--- config.mk ---
export PLATFORM = sky130hd
export DESIGN_NAME = rc_serial_frame_deframer
export DESIGN_NICKNAME = d
export VERILOG_FILES = /design/src/rtl/rcsfd_pkg.sv /design/src/rtl/rcsfd_frame_parser.sv /design/src/rtl/rc_serial_frame_deframer.sv
export SDC_FILE = /design/constraint.sdc
export NUM_CORES = 1
export LEC_CHECK = 0
export BUFFER_PORTS_ARGS = -buffer_cell sky130_fd_sc_hd__clkbuf_2
export CAP_MARGIN = 20
export CELL_PAD_IN_SITES_DETAIL_PLACEMENT = 1
export CELL_PAD_IN_SITES_GLOBAL_PLACEMENT = 1
export CORE_ASPECT_RATIO = 1.2
export CORE_MARGIN = 2
export CORE_UTILIZATION = 25
export CTS_CLUSTER_DIAMETER = 200
export DETAILED_ROUTE_END_ITERATION = 10
export PLACE_DENSITY = 0.52
export SYNTH_ARGS = -nofsm -noshare
export SYNTH_HDL_FRONTEND = slang
export SYNTH_HIERARCHICAL = 1
export SYNTH_SLANG_ARGS = --single-unit
--- constraint.sdc ---
create_clock -name clock -period 5.65 [get_ports clock]
set_clock_uncertainty 0.2 [all_clocks]
set_input_delay 0.565 -clock clock [delete_from_list [all_inputs] [get_ports clock]]
set_output_delay 0.565 -clock clock [all_outputs]
set_load 0.02 [all_outputs]
--- src/rtl/rcsfd_pkg.sv ---
`timescale 1ns / 1ps
`default_nettype none
// ----------------------------------------------------------------------------
// rcsfd_pkg
// Shared constants and types for the serial RC frame deframer.
// ----------------------------------------------------------------------------
package rcsfd_pkg;

   // Frame geometry.
   localparam int NUM_CHANNELS = 14;
   localparam int BODY_END     = 2 + 2 * NUM_CHANNELS;
   localparam int FRAME_LEN    = BODY_END + 2;
   localparam int POS_W        = $clog2(FRAME_LEN);
   localparam int IDX_W        = (NUM_CHANNELS > 1) ? $clog2(NUM_CHANNELS) : 1;
   localparam int CHAN_W       = 4;

   // Header bytes and checksum seed.
   localparam logic [7:0]  HDR_FIRST  = 8'h20;
   localparam logic [7:0]  HDR_SECOND = 8'h40;
   localparam logic [15:0] SUM_INIT   = 16'hFFFF;

   // Named byte positions.
   localparam logic [POS_W-1:0] POS_HUNT    = POS_W'(0);
   localparam logic [POS_W-1:0] POS_HDR2    = POS_W'(1);
   localparam logic [POS_W-1:0] POS_BODY    = POS_W'(2);
   localparam logic [POS_W-1:0] POS_BODYEND = POS_W'(BODY_END);
   localparam logic [POS_W-1:0] POS_TRAILER = POS_W'(FRAME_LEN - 1);

   // Status from the parser to the burst logic.
   typedef struct packed {
      logic frame_good;    // trailer accepted and checksum matched
      logic trailer_next;  // next accepted beat completes a frame
   } parse_status_type;

   typedef logic [15:0] word_type;

endpackage
`default_nettype wire

--- src/rtl/rcsfd_frame_parser.sv ---
`timescale 1ns / 1ps
`default_nettype none
// ----------------------------------------------------------------------------
// rcsfd_frame_parser
// Byte-position tracking, checksum and channel word assembly for one frame.
// ----------------------------------------------------------------------------
module rcsfd_frame_parser
   import rcsfd_pkg::*;
(
   input  wire logic             clock,
   input  wire logic             reset,
   input  wire logic             accept,
   input  wire logic [7:0]       rx_byte,
   output parse_status_type      status,
   output word_type              words [NUM_CHANNELS]
);

   logic [POS_W-1:0] pos_ff, pos_in;
   logic [15:0]      sum_ff, sum_in;
   logic [7:0]       hold_ff, hold_in;
   word_type         store_ff [NUM_CHANNELS];
   logic             wr_en;
   logic [POS_W-1:0] pos_m3;
   logic [IDX_W-1:0] wr_idx;
   logic             good;

   // Channel word k has its high byte at position 2k+3.
   assign pos_m3 = pos_ff - POS_W'(3);
   assign wr_idx = IDX_W'(pos_m3 >> 1);

   // Next state for each accepted beat.
   always_comb begin
      pos_in  = pos_ff;
      sum_in  = sum_ff;
      hold_in = hold_ff;
      wr_en   = 1'b0;
      good    = 1'b0;
      if (accept) begin
         if (pos_ff == POS_HUNT) begin
            if (rx_byte == HDR_FIRST) begin
               sum_in = SUM_INIT - {8'h00, HDR_FIRST};
               pos_in = POS_HDR2;
            end
         end else if (pos_ff == POS_HDR2) begin
            if (rx_byte != HDR_SECOND) begin
               pos_in = POS_HUNT;
            end else begin
               sum_in = sum_ff - {8'h00, rx_byte};
               pos_in = POS_BODY;
            end
         end else if (pos_ff < POS_BODYEND) begin
            sum_in = sum_ff - {8'h00, rx_byte};
            if (!pos_ff[0]) begin
               hold_in = rx_byte;
            end else begin
               wr_en = 1'b1;
            end
            pos_in = pos_ff + POS_W'(1);
         end else if (pos_ff == POS_BODYEND) begin
            hold_in = rx_byte;
            pos_in  = pos_ff + POS_W'(1);
         end else begin
            // Trailer high byte: the frame ends either way.
            pos_in = POS_HUNT;
            good   = ({rx_byte, hold_ff} == sum_ff);
         end
      end
   end

   // Control state.
   always_ff @(posedge clock) begin
      if (reset) begin
         pos_ff  <= POS_HUNT;
         sum_ff  <= SUM_INIT;
         hold_ff <= 8'h00;
      end else begin
         pos_ff  <= pos_in;
         sum_ff  <= sum_in;
         hold_ff <= hold_in;
      end
   end

   // Channel store, written one word per high byte.
   always_ff @(posedge clock) begin
      if (wr_en) begin
         store_ff[wr_idx] <= {rx_byte, hold_ff};
      end
   end

   assign words               = store_ff;
   assign status.frame_good   = good;
   assign status.trailer_next = (pos_ff == POS_TRAILER);

endmodule
`default_nettype wire

--- src/rtl/rc_serial_frame_deframer.sv ---
`timescale 1ns / 1ps
`default_nettype none
// ----------------------------------------------------------------------------
// rc_serial_frame_deframer
// Hunts for servo frames in a serial byte stream, checks the trailer
// checksum and emits every channel word of each good frame.
// ----------------------------------------------------------------------------
//  channel  direction  beat contents
//  req_     in         rx_byte (8)
//  rsp_     out        channel_index (4), channel_value (16), last_channel (1)
//
// One byte is taken per cycle while req_stall is low. A good frame yields a
// burst of NUM_CHANNELS beats, one per cycle while rsp_stall is low, from a
// snapshot buffer and the output register. req_stall rises only when the
// next byte would end a frame while the previous burst is still draining.
// Reset clears the control state; the channel store needs no clearing pass.
// ----------------------------------------------------------------------------
module rc_serial_frame_deframer
   import rcsfd_pkg::*;
(
   input  wire logic              clock,
   input  wire logic              reset,
   input  wire logic              req_valid,
   output logic                   req_stall,
   input  wire logic [7:0]        req_rx_byte,
   output logic                   rsp_valid,
   input  wire logic              rsp_stall,
   output logic [CHAN_W-1:0]      rsp_channel_index,
   output logic [15:0]            rsp_channel_value,
   output logic                   rsp_last_channel
);

   localparam logic [IDX_W-1:0] LAST_IDX = IDX_W'(NUM_CHANNELS - 1);

   parse_status_type  status;
   word_type          words [NUM_CHANNELS];
   logic              accept;
   logic              load_out;

   logic              busy_ff, busy_in;
   logic [IDX_W-1:0]  idx_ff, idx_in;
   word_type          buf_ff [NUM_CHANNELS];

   logic              rsp_valid_ff;
   logic [CHAN_W-1:0] rsp_index_ff;
   logic [15:0]       rsp_value_ff;
   logic              rsp_last_ff;

   assign req_stall = busy_ff && status.trailer_next;
   assign accept    = req_valid && !req_stall;
   assign load_out  = !rsp_valid_ff || !rsp_stall;

   rcsfd_frame_parser u_parser (
      .clock   (clock),
      .reset   (reset),
      .accept  (accept),
      .rx_byte (req_rx_byte),
      .status  (status),
      .words   (words)
   );

   // Burst sequencer: start on a good frame, step on each output load.
   always_comb begin
      busy_in = busy_ff;
      idx_in  = idx_ff;
      if (status.frame_good) begin
         busy_in = 1'b1;
         idx_in  = '0;
      end else if (busy_ff && load_out) begin
         idx_in = idx_ff + IDX_W'(1);
         if (idx_ff == LAST_IDX) begin
            busy_in = 1'b0;
         end
      end
   end

   always_ff @(posedge clock) begin
      if (reset) begin
         busy_ff <= 1'b0;
         idx_ff  <= '0;
      end else begin
         busy_ff <= busy_in;
         idx_ff  <= idx_in;
      end
   end

   // Snapshot of the frame so the next frame may overwrite the store.
   always_ff @(posedge clock) begin
      if (status.frame_good) begin
         buf_ff <= words;
      end
   end

   // Output register.
   always_ff @(posedge clock) begin
      if (reset) begin
         rsp_valid_ff <= 1'b0;
      end else if (load_out) begin
         rsp_valid_ff <= busy_ff;
      end
   end

   always_ff @(posedge clock) begin
      if (load_out) begin
         rsp_index_ff <= CHAN_W'(idx_ff);
         rsp_value_ff <= buf_ff[idx_ff];
         rsp_last_ff  <= (idx_ff == LAST_IDX);
      end
   end

   assign rsp_valid         = rsp_valid_ff;
   assign rsp_channel_index = rsp_index_ff;
   assign rsp_channel_value = rsp_value_ff;
   assign rsp_last_channel  = rsp_last_ff;

`ifndef SYNTH
   // A frame never completes while a burst is still being read out.
   a_no_overlap: assert property (@(posedge clock) disable iff (reset)
      status.frame_good |-> !busy_ff)
      else $error("frame completed during an active burst");

   // Within a burst the channel index steps by one each beat.
   a_index_step: assert property (@(posedge clock) disable iff (reset)
      rsp_valid && !rsp_stall && !rsp_last_channel |=>
         rsp_valid && (rsp_channel_index == CHAN_W'($past(rsp_channel_index) + 1'b1)))
      else $error("channel index did not advance within a burst");

   // The last flag marks the final channel only.
   a_last_index: assert property (@(posedge clock) disable iff (reset)
      rsp_valid && rsp_last_channel |->
         rsp_channel_index == CHAN_W'(NUM_CHANNELS - 1))
      else $error("last flag on a channel other than the final one");

   // A burst begins at channel zero.
   a_burst_start: assert property (@(posedge clock) disable iff (reset)
      status.frame_good |=> idx_ff == '0 && busy_ff)
      else $error("burst did not start at channel zero");
`endif

endmodule
`default_nettype wire
Yosys cells after proc, flatten, opt, wreduce, memory -nomap -nowiden
Cells that the tools add are included.

word-level totals
  logic and storage cells = 110
  memories kept = 0
  memory bits (writable) = 0
  output and inout port bits = 23
  bits of input ports = 12
  bits in latches = 0
  bits in read-only memories = 0
  register bits after elaboration = 504

operators by class
  $lt $le $gt $ge = 4
  $mul = 0
  muxes and demuxes = 33
  reductions and logical operators = 18
  shifts and indexed selects = 0
  equality and inequality tests = 10
  $add $sub $neg = 4
  div/mod/pow operators = 0
  bitwise logic cells = 4

operators with widths
  cell                                                                           count
  224-bit bitwise mux                                                            1
  16-bit 2-to-1 mux                                                              8
  16-bit binary-select mux with 4-bit select                                     1
  16-bit demux with 4-bit select                                                 1
  5-bit 2-to-1 mux                                                               5
  8-bit 2-to-1 mux                                                               3
  16-bit == test                                                                 1
  16-bit by 8-bit subtractor with 16-bit output                                  1
  1-bit 2-to-1 mux                                                               13
  5-bit == test (second input constant)                                          2
  5-bit greater-or-equal comparator (second input constant)                      2
  4-bit inverter with 5-bit output                                               2
  8-bit by 6-bit == test with 1-bit output (second input constant)               1
  8-bit by 7-bit inequality test with 1-bit output (second input constant)       1
  2-bit nonzero test                                                             3
  5-bit by 1-bit adder with 5-bit output (second input constant)                 1
  5-bit by 1-bit == test with 1-bit output (second input constant)               1
  5-bit zero test                                                                1
  5-bit by 1-bit less-than comparator with 1-bit output (second input constant)  1
  5-bit less-than comparator (second input constant)                             1
  5-bit AND reduction                                                            1
  5-bit by 2-bit subtractor with 5-bit output (second input constant)            1
  4-bit by 1-bit adder with 4-bit output (second input constant)                 1
  4-bit == test (second input constant)                                          1
  other kinds (11)                                                               19

Longest topological paths before layout
Gate-level depths: netlist of the first run.

  word-level depth = 8
  gate-level depth with buffers = 13
  gate-level depth less buffers = 11

By module
Netlist of the first run, hierarchy kept.

by module, submodules not included
  module                    instances  seq. area each (µm²)  area each (µm²)  cells each
  rc_serial_frame_deframer  1          7477.2                9535.4           449
  rcsfd_frame_parser        1          7307.0                8917.3           514

Least setup slack after synthesis of the first run
Ideal clock, no wire load.

  path type = reg-to-reg
  start point = register u_parser.pos_ff[0]
  end point = register buf_ff[0] (netlist name), enable pin
  setup time = 0.429 ns
  setup slack = 1.417 ns
  clock period less this slack = 4.233 ns
  arrival time = 3.604 ns
  path buffers = 2
  required time = 5.021 ns
  stages on the path, launching flop included = 12
  path through = dfxtp_1 -> ha_1 -> clkbuf_1 -> and3_1 -> ha_1 -> and2_1 -> nor2b_1 -> o41ai_1 -> nor2_1 -> nand4_1 -> nor3_1 -> buf_4

RTL lines
  what                    line                            RTL
  from (decl)             rcsfd_frame_parser.sv:18        logic [POS_W-1:0] pos_ff, pos_in;
  from (signal assigned)  rcsfd_frame_parser.sv:77        pos_ff <= pos_in;
  to (signal assigned)    rc_serial_frame_deframer.sv:90  buf_ff <= words;
  to (decl)               rc_serial_frame_deframer.sv:42  word_type buf_ff [NUM_CHANNELS];

==> results by group, run 1 <==
Global routing
  • GRT Overall Usage: between 10% and 20%
  • First-pass GRT wire length: around 62000 µm
  • Initial antenna violation count: 3
  • Largest net degree at the start of global routing: 95
  • Remaining Overflow, GRT: 0
  • Vias in the first global route: 9281

STA
  • Max-slew violation count: 0
  • Crit share post-route: between 70% and 80%
  • Final worst path period need: a little over 4000 ps
  • RSZ-0062 raised after global routing: false
  • Max-slew headroom: a little over a quarter
  • Max Freq: approximately 0.25 GHz
  • Final setup fails: 0
  • Final TNS setup: 0 ps
  • Final Hold Viols: 0
  • Tightest Pin Transition: around 1100 ps
  • Final hold slack: approximately 65 ps

Setup path
  • Worst Setup End Kind: flip-flop
  • Worst reg2reg path depth: 10
  • Critical path class: flip-flop to flip-flop
  • Critical path required time: 5650 ps
  • Arrival @ worst endpoint: between 4000 and 5000 ps
  • Crit start category: flip-flop
  • CP Max Fanout: 16

Route
  • Post-route DRC: 0
  • Vias: slightly below 9000
  • Initial detailed-routing violation count: 600
  • DRT Pass-1 Iters: 4
  • Antenna Nets Post-Route: 0
  • Detailed Route WL: between 40000 and 50000 µm
  • Via-per-instance ratio: ~4.3
  • Wire per inst: 20.9 µm

Die
  • Die W: about 250 µm
  • Core box area: roughly 73000 µm²
  • IO Count: 35
  • Rows: around 110
  • Initial Util: 25.1%
  • DIE HEIGHT: roughly 300 µm
  • Die area: around 76000 µm²

Clock tree
  • Clk slew on worst S/H paths: about 60 ps
  • H-tree depth: 2
  • Clock Sinks: 504
  • Clk_lat worst skew: ~590 ps
  • CTS buffer count: 51
  • Post-CTS Resized: 0
  • Hold-fix buffers, CTS: 0
  • Root Buffer: clkbuf_16
  • CTS tree: done
  • Maximum clock insertion buffer count: 3
  • Post-CTS setup buffers: 0

Logic synthesis
  • FFs w/ async S/R, synth: 0%
  • Synth Cell Area: 18500 µm²
  • Ys flop type: edfxtp_1
  • Syn Area/Cell: between 15 and 20 µm²
  • Netlist cell types: 65
  • EDFF count, synth: around 470
  • Syn Nets: 991
  • Yosys reg bits: 504
  • Post-Syn Instances: a little under 1000
  • Yosys warning count: 6
  • Register area share after synthesis: about four fifths

Placed design
  • Placed wire-length estimate: around 26000 µm
  • Port Buf Inserts: 34
  • Final Wtd Congestion: 0.733

Power and ir drop
  • Final Power: 7.38 mW
  • VDD IR max: a little under 0.2 mV
  • Lkg Pwr: between 6 and 7 nW
  • Pwr Density: 344 nW/µm²

Status
  • Status: completed

Run
  • Max Cap Violations: 0

Finish
  • Layout cells sized above 1: approximately 18%
  • Nets: between 1000 and 1500
  • Commonest non-fill, non-tap cell in the layout: edfxtp_1
  • Commonest cells after routing, fill and taps aside: 469 x edfxtp_1, 52 x clkbuf_16, 40 x nand2_1, 40 x mux2i_1
  • Area grow syn2layout: 16.1%
  • Diode count: 0
  • Finished Core Util: between 20 and 30%

Min path
  • Worst min path class: input pin to flip-flop
  • Worst Hold Depth: 3
[logic make-up after synthesis]
| family | Yosys count | share of synthesized area, % |
|---|---|---|
| flops | 504 | 80.1 |
| simple gates | 170 | 4.67 |
| compound gates | 116 | 3.89 |
| mux | 81 | 7.28 |
| buf+inv | 49 | 1.63 |
| xor+xnor | 27 | 1.28 |
| fa+ha+maj | 16 | 1.13 |
[routing by layer]
metal | up-vias | track usage, % | share of wire, %
met2 | 136 | 20.2 | 52
met1 | 4500 | 13.3 | 42
met5 | - | 0 | 0.026
li1 | 3952 | - | -
met4 | 2 | 4.07 | 2.8
met3 | 64 | 1.86 | 3.3
[stage by stage]
| stage | cells | cell area, µm² | setup slack [ps] |
|---|---|---|---|
| final | 2018 | 21400 | 1570 |
| after global routing | 2018 | 21400 | 1280 |
| after CTS | 2014 | 21400 | 1390 |
| after detailed placement | 1922 | 19800 | 1410 |
| after global placement | 1922 | 19800 | 1570 |
| after floorplan | 963 | 18500 | 1420 |
[final timing paths]
check        slack [ps]                  to                start
max                1570  u_parser/words[84]   u_parser/pos_ff[0]
min                  70           rsp_valid            rsp_stall
max reg2reg        1570  u_parser/words[84]   u_parser/pos_ff[0]
min reg2reg         210         buf_ff[107]  u_parser/words[107]
[power by group]
part | internal [mW] | leakage [nW] | switching, mW
Combinational | 0.0187 | 1.22 | 0.0509
Clock | 1.87 | 0.786 | 1.41
Sequential | 4.03 | 4.64 | 0.00115
[critical path, cell delays in order (launching register included)]
cell and delay [ps]:
dfxtp_1 370, ha_1 350, and3_1 240, ha_1 170, and2_1 160, nor2b_1 350, o41ai_1 200, or2_2 380
nor2_1 290, nand2_1 160, nor2_2 840
[flip-flops by register name, summed over array words and instances, names as in the netlist]
signal	count
busy_ff	1
rsp_channel_value	16
rsp_valid	1
u_parser/pos_ff	5
idx_ff	4
u_parser/hold_ff	8
buf_ff	224
u_parser/sum_ff	16
rsp_channel_index	4
rsp_last_channel	1
u_parser/words	224
[cells in the mapped netlist, types with 4 or more instances]
library cell,n,area share (%)
dfxtp_1,35,3.8
a21oi_1,25,0.68
o32ai_1,7,0.33
mux4_2,36,4.4
nor2b_1,18,0.61
nor2_1,45,0.92
mux4_1,5,0.71
o21ai_0,37,1.0
nor3_1,14,0.38
xnor2_1,9,0.43
nand4_1,5,0.17
edfxtp_1,469,76
nor4_1,4,0.14
and3_1,7,0.24
mux2i_1,40,2.2
o21ai_1,10,0.27
inv_1,15,0.31
o22ai_1,9,0.31
buf_2,4,0.11
xor2_1,18,0.85
nand3_1,15,0.41
nand2_1,40,0.81
ha_1,15,1.0
buf_4,4,0.16
buf_6,6,0.37
clkbuf_1,15,0.31
[final cells by class]
class                   instances  area [µm²]
multi-input cells             410        3400
repair buffers                 54         377
clock buffers                  59        1330
inverters                      15        56.3
clock inverters                33         295
flip-flops and latches        504       14800
fillers                      7553       51900
well taps                     943        1180
(Power assumes the default switching activity.)
==> inputs of run 2 (changes only) <==
Clock period 5.65 ns to 3.8 ns, I/O delays scaled along.
==> run 2 against run 1 <==
Setup slack lost 1100 ps; core utilization grew 0.31 points; sequential cell count is the same; sequential power grew 49%; wire length shrank 2.5%; first-iteration DRC count shrank 26%; hold slack lost 14 ps; via count grew 1.1%; total power grew 47%; maximum frequency grew 23%.
==> results by group, run 2 (synthesis gave the netlist of run 1 again) <==
Clock tree
  • Root Buffer: clkbuf_16
  • CTS buffer count: 49 (-3.9%)
  • Post-CTS Resized: 0 (unchanged)
  • Maximum clock insertion buffer count: 3 (unchanged)
  • Clk slew on worst S/H paths: 60 ps (about the same)
  • Clk_lat worst skew: 580 ps (about the same)
  • Clock Sinks: 504 (unchanged)
  • H-tree depth: 2 (unchanged)
  • CTS tree: done

STA
  • Max-slew violation count: 0 (unchanged)
  • Tightest Pin Transition: 868 ps (-224 ps)
  • Final setup fails: 0 (unchanged)
  • RSZ-0062 raised after global routing: false
  • Final worst path period need: 3330 ps (-751 ps)
  • Crit share post-route: 87.6% (+15 points)
  • Max Freq: 0.300 GHz (+23%)
  • Final Hold Viols: 0 (unchanged)
  • Max-slew headroom: 41.3% (+14 points)
  • Final hold slack: 51.6 ps (-13.7 ps)

Min path
  • Worst min path class: input pin to flip-flop

Finish
  • Fin cells: 2047 (+1.4%)
  • Filler cells: 7540 (-0.17%)
  • Diode count: 0 (unchanged)
  • Layout cells sized above 1: 19.2% (+1.4 points)
  • Nets: 1094 (+2.8%)
  • Commonest non-fill, non-tap cell in the layout: edfxtp_1
  • Commonest cells after routing, fill and taps aside: 469 x edfxtp_1, 50 x clkbuf_16, 44 x buf_4
  • Area grow syn2layout: 17.4%

Setup path
  • Crit start category: flip-flop
  • Worst Setup End Kind: flip-flop
  • CP Max Fanout: 16 (unchanged)
  • Critical path required time: 3850 ps (-1800 ps)
  • Arrival @ worst endpoint: 3380 ps (-700 ps)
  • Critical path class: flip-flop to flip-flop

Die
  • Rows: 109 (unchanged)
  • Core box area: 73400 µm² (unchanged)
  • DIE HEIGHT: 302 µm (unchanged)
  • Die area: 76000 µm² (unchanged)
  • Die W: 252 µm (unchanged)
  • IO Count: 35 (unchanged)
  • Initial Util: 25.1% (unchanged)

Status
  • Status: completed

Power and ir drop
  • Sw Pwr: 2.10 mW (+44%)
  • Final Power: 10.9 mW (+47%)
  • Clock share of power: 43.9% (-0.5 points)
  • P_int: 8.76 mW (+48%)
  • Combinational share of power: 1.0% (about the same)
  • Register share of total power: 55.1% (+0.5 points)
  • VDD IR max: 0.334 mV (+69%)
  • Lkg Pwr: 6.80 nW (+2.3%)
  • Pwr Density: 502 nW/µm² (+46%)
  • Sw Share: 19.3% (-0.45 points)

Route
  • Detailed Route WL: 41000 µm (-2.5%)
  • Initial detailed-routing violation count: 447 (-26%)
  • Via-per-instance ratio: 4.28 (-0.30%)
  • Antenna Nets Post-Route: 0 (unchanged)
  • DRT Pass-1 Iters: 5 (+1)
  • Wire per inst: 20.0 µm (-3.9%)
  • Post-route DRC: 0 (unchanged)
  • Vias: 8752 (+1.1%)

Global routing
  • Largest net degree at the start of global routing: 60 (-37%)
  • GRT Overall Usage: 11.0% (-0.14 points)
  • Initial antenna violation count: 1 (-2)
  • Vias in the first global route: 9500 (+2.4%)
  • Remaining Overflow, GRT: 0 (unchanged)
  • First-pass GRT wire length: 61600 µm (-0.68%)

Placed design
  • Placed Cells incl. Taps: 1957 (+1.8%)
  • Port Buf Inserts: 34 (unchanged)
  • Final Wtd Congestion: 0.729 (-0.55%)
  • Placed wire-length estimate: 26600 µm (+1.4%)

Run
  • Max Cap Violations: 0 (unchanged)
run 2: area by class of cell:
type,instances,area (µm²),area share [%]
clock inverter,23,245,1.13
sequential,504,14800,68.3
timing repair buffer,86,651,3.00
multi-input combinational,410,3400,15.7
clock buffer,66,1330,6.15
inverter,15,56.3,0.260
tap,943,1180,5.45
run 2: per-stage QoR:
stage	worst slack [ps]	TNS (ps)	area (µm²)	util, %
2_1_floorplan	-25.1	-804	18500	-
3_3_place_gp	559	0	20100	27.4
3_5_place_dp	480	0	20100	27.4
4_1_cts	488	0	21700	29.5
5_1_grt	260	0	21700	29.5
6_report	470	0	21700	29.5
run 2: metal layers:
| metal | vias to the layer above | GRT usage, % | part of all wire [%] |
|---|---|---|---|
| li1 | 4017 | - | - |
| met1 | 4522 | 12.8 | 41 |
| met2 | 133 | 20.2 | 53 |
| met3 | 78 | 2.20 | 3.8 |
| met4 | 2 | 3.75 | 2.7 |
| met5 | - | 0 | 0.032 |
run 2: path summary, 6_finish.rpt:
kind / end / startpoint / slack [ps] / depth (start not counted)
worst max-delay path: u_parser/words[169] / u_parser/pos_ff[0] / 470 / 11
worst min-delay path: u_parser/words[30] / req_rx_byte[6] / 50 / 1
worst max register to register: u_parser/words[169] / u_parser/pos_ff[0] / 470 / 11
worst min register to register: buf_ff[82] / u_parser/words[82] / 200 / 0
run 2: power groups by stage:
| stage | registers [mW] | clock network, mW | logic, mW |
|---|---|---|---|
| floorplan | 6.11 | 0 | 0.0412 |
| global placement | 6.11 | 0 | 0.107 |
| detailed placement | 6.11 | 0 | 0.109 |
| CTS | 5.99 | 4.92 | 0.110 |
| global route | 5.99 | 5.13 | 0.119 |
| finish | 5.99 | 4.77 | 0.105 |
run 2: repair_timing:
action	4_1_cts	5_1_grt
setup endpoints to repair	0	0
setup buffers	0	0
hold endpoints to repair	1	0
hold buffers	1	0
run 2: critical path: stages, from the launching register on:
cell and delay, ps:
dfxtp_1 360, ha_1 230, and3_1 180, ha_1 170, and2_1 160, nor2b_1 320
o41ai_1 200, or2_2 380, nor2_1 220, nand2_1 160, nor2_2 130, buf_4 290
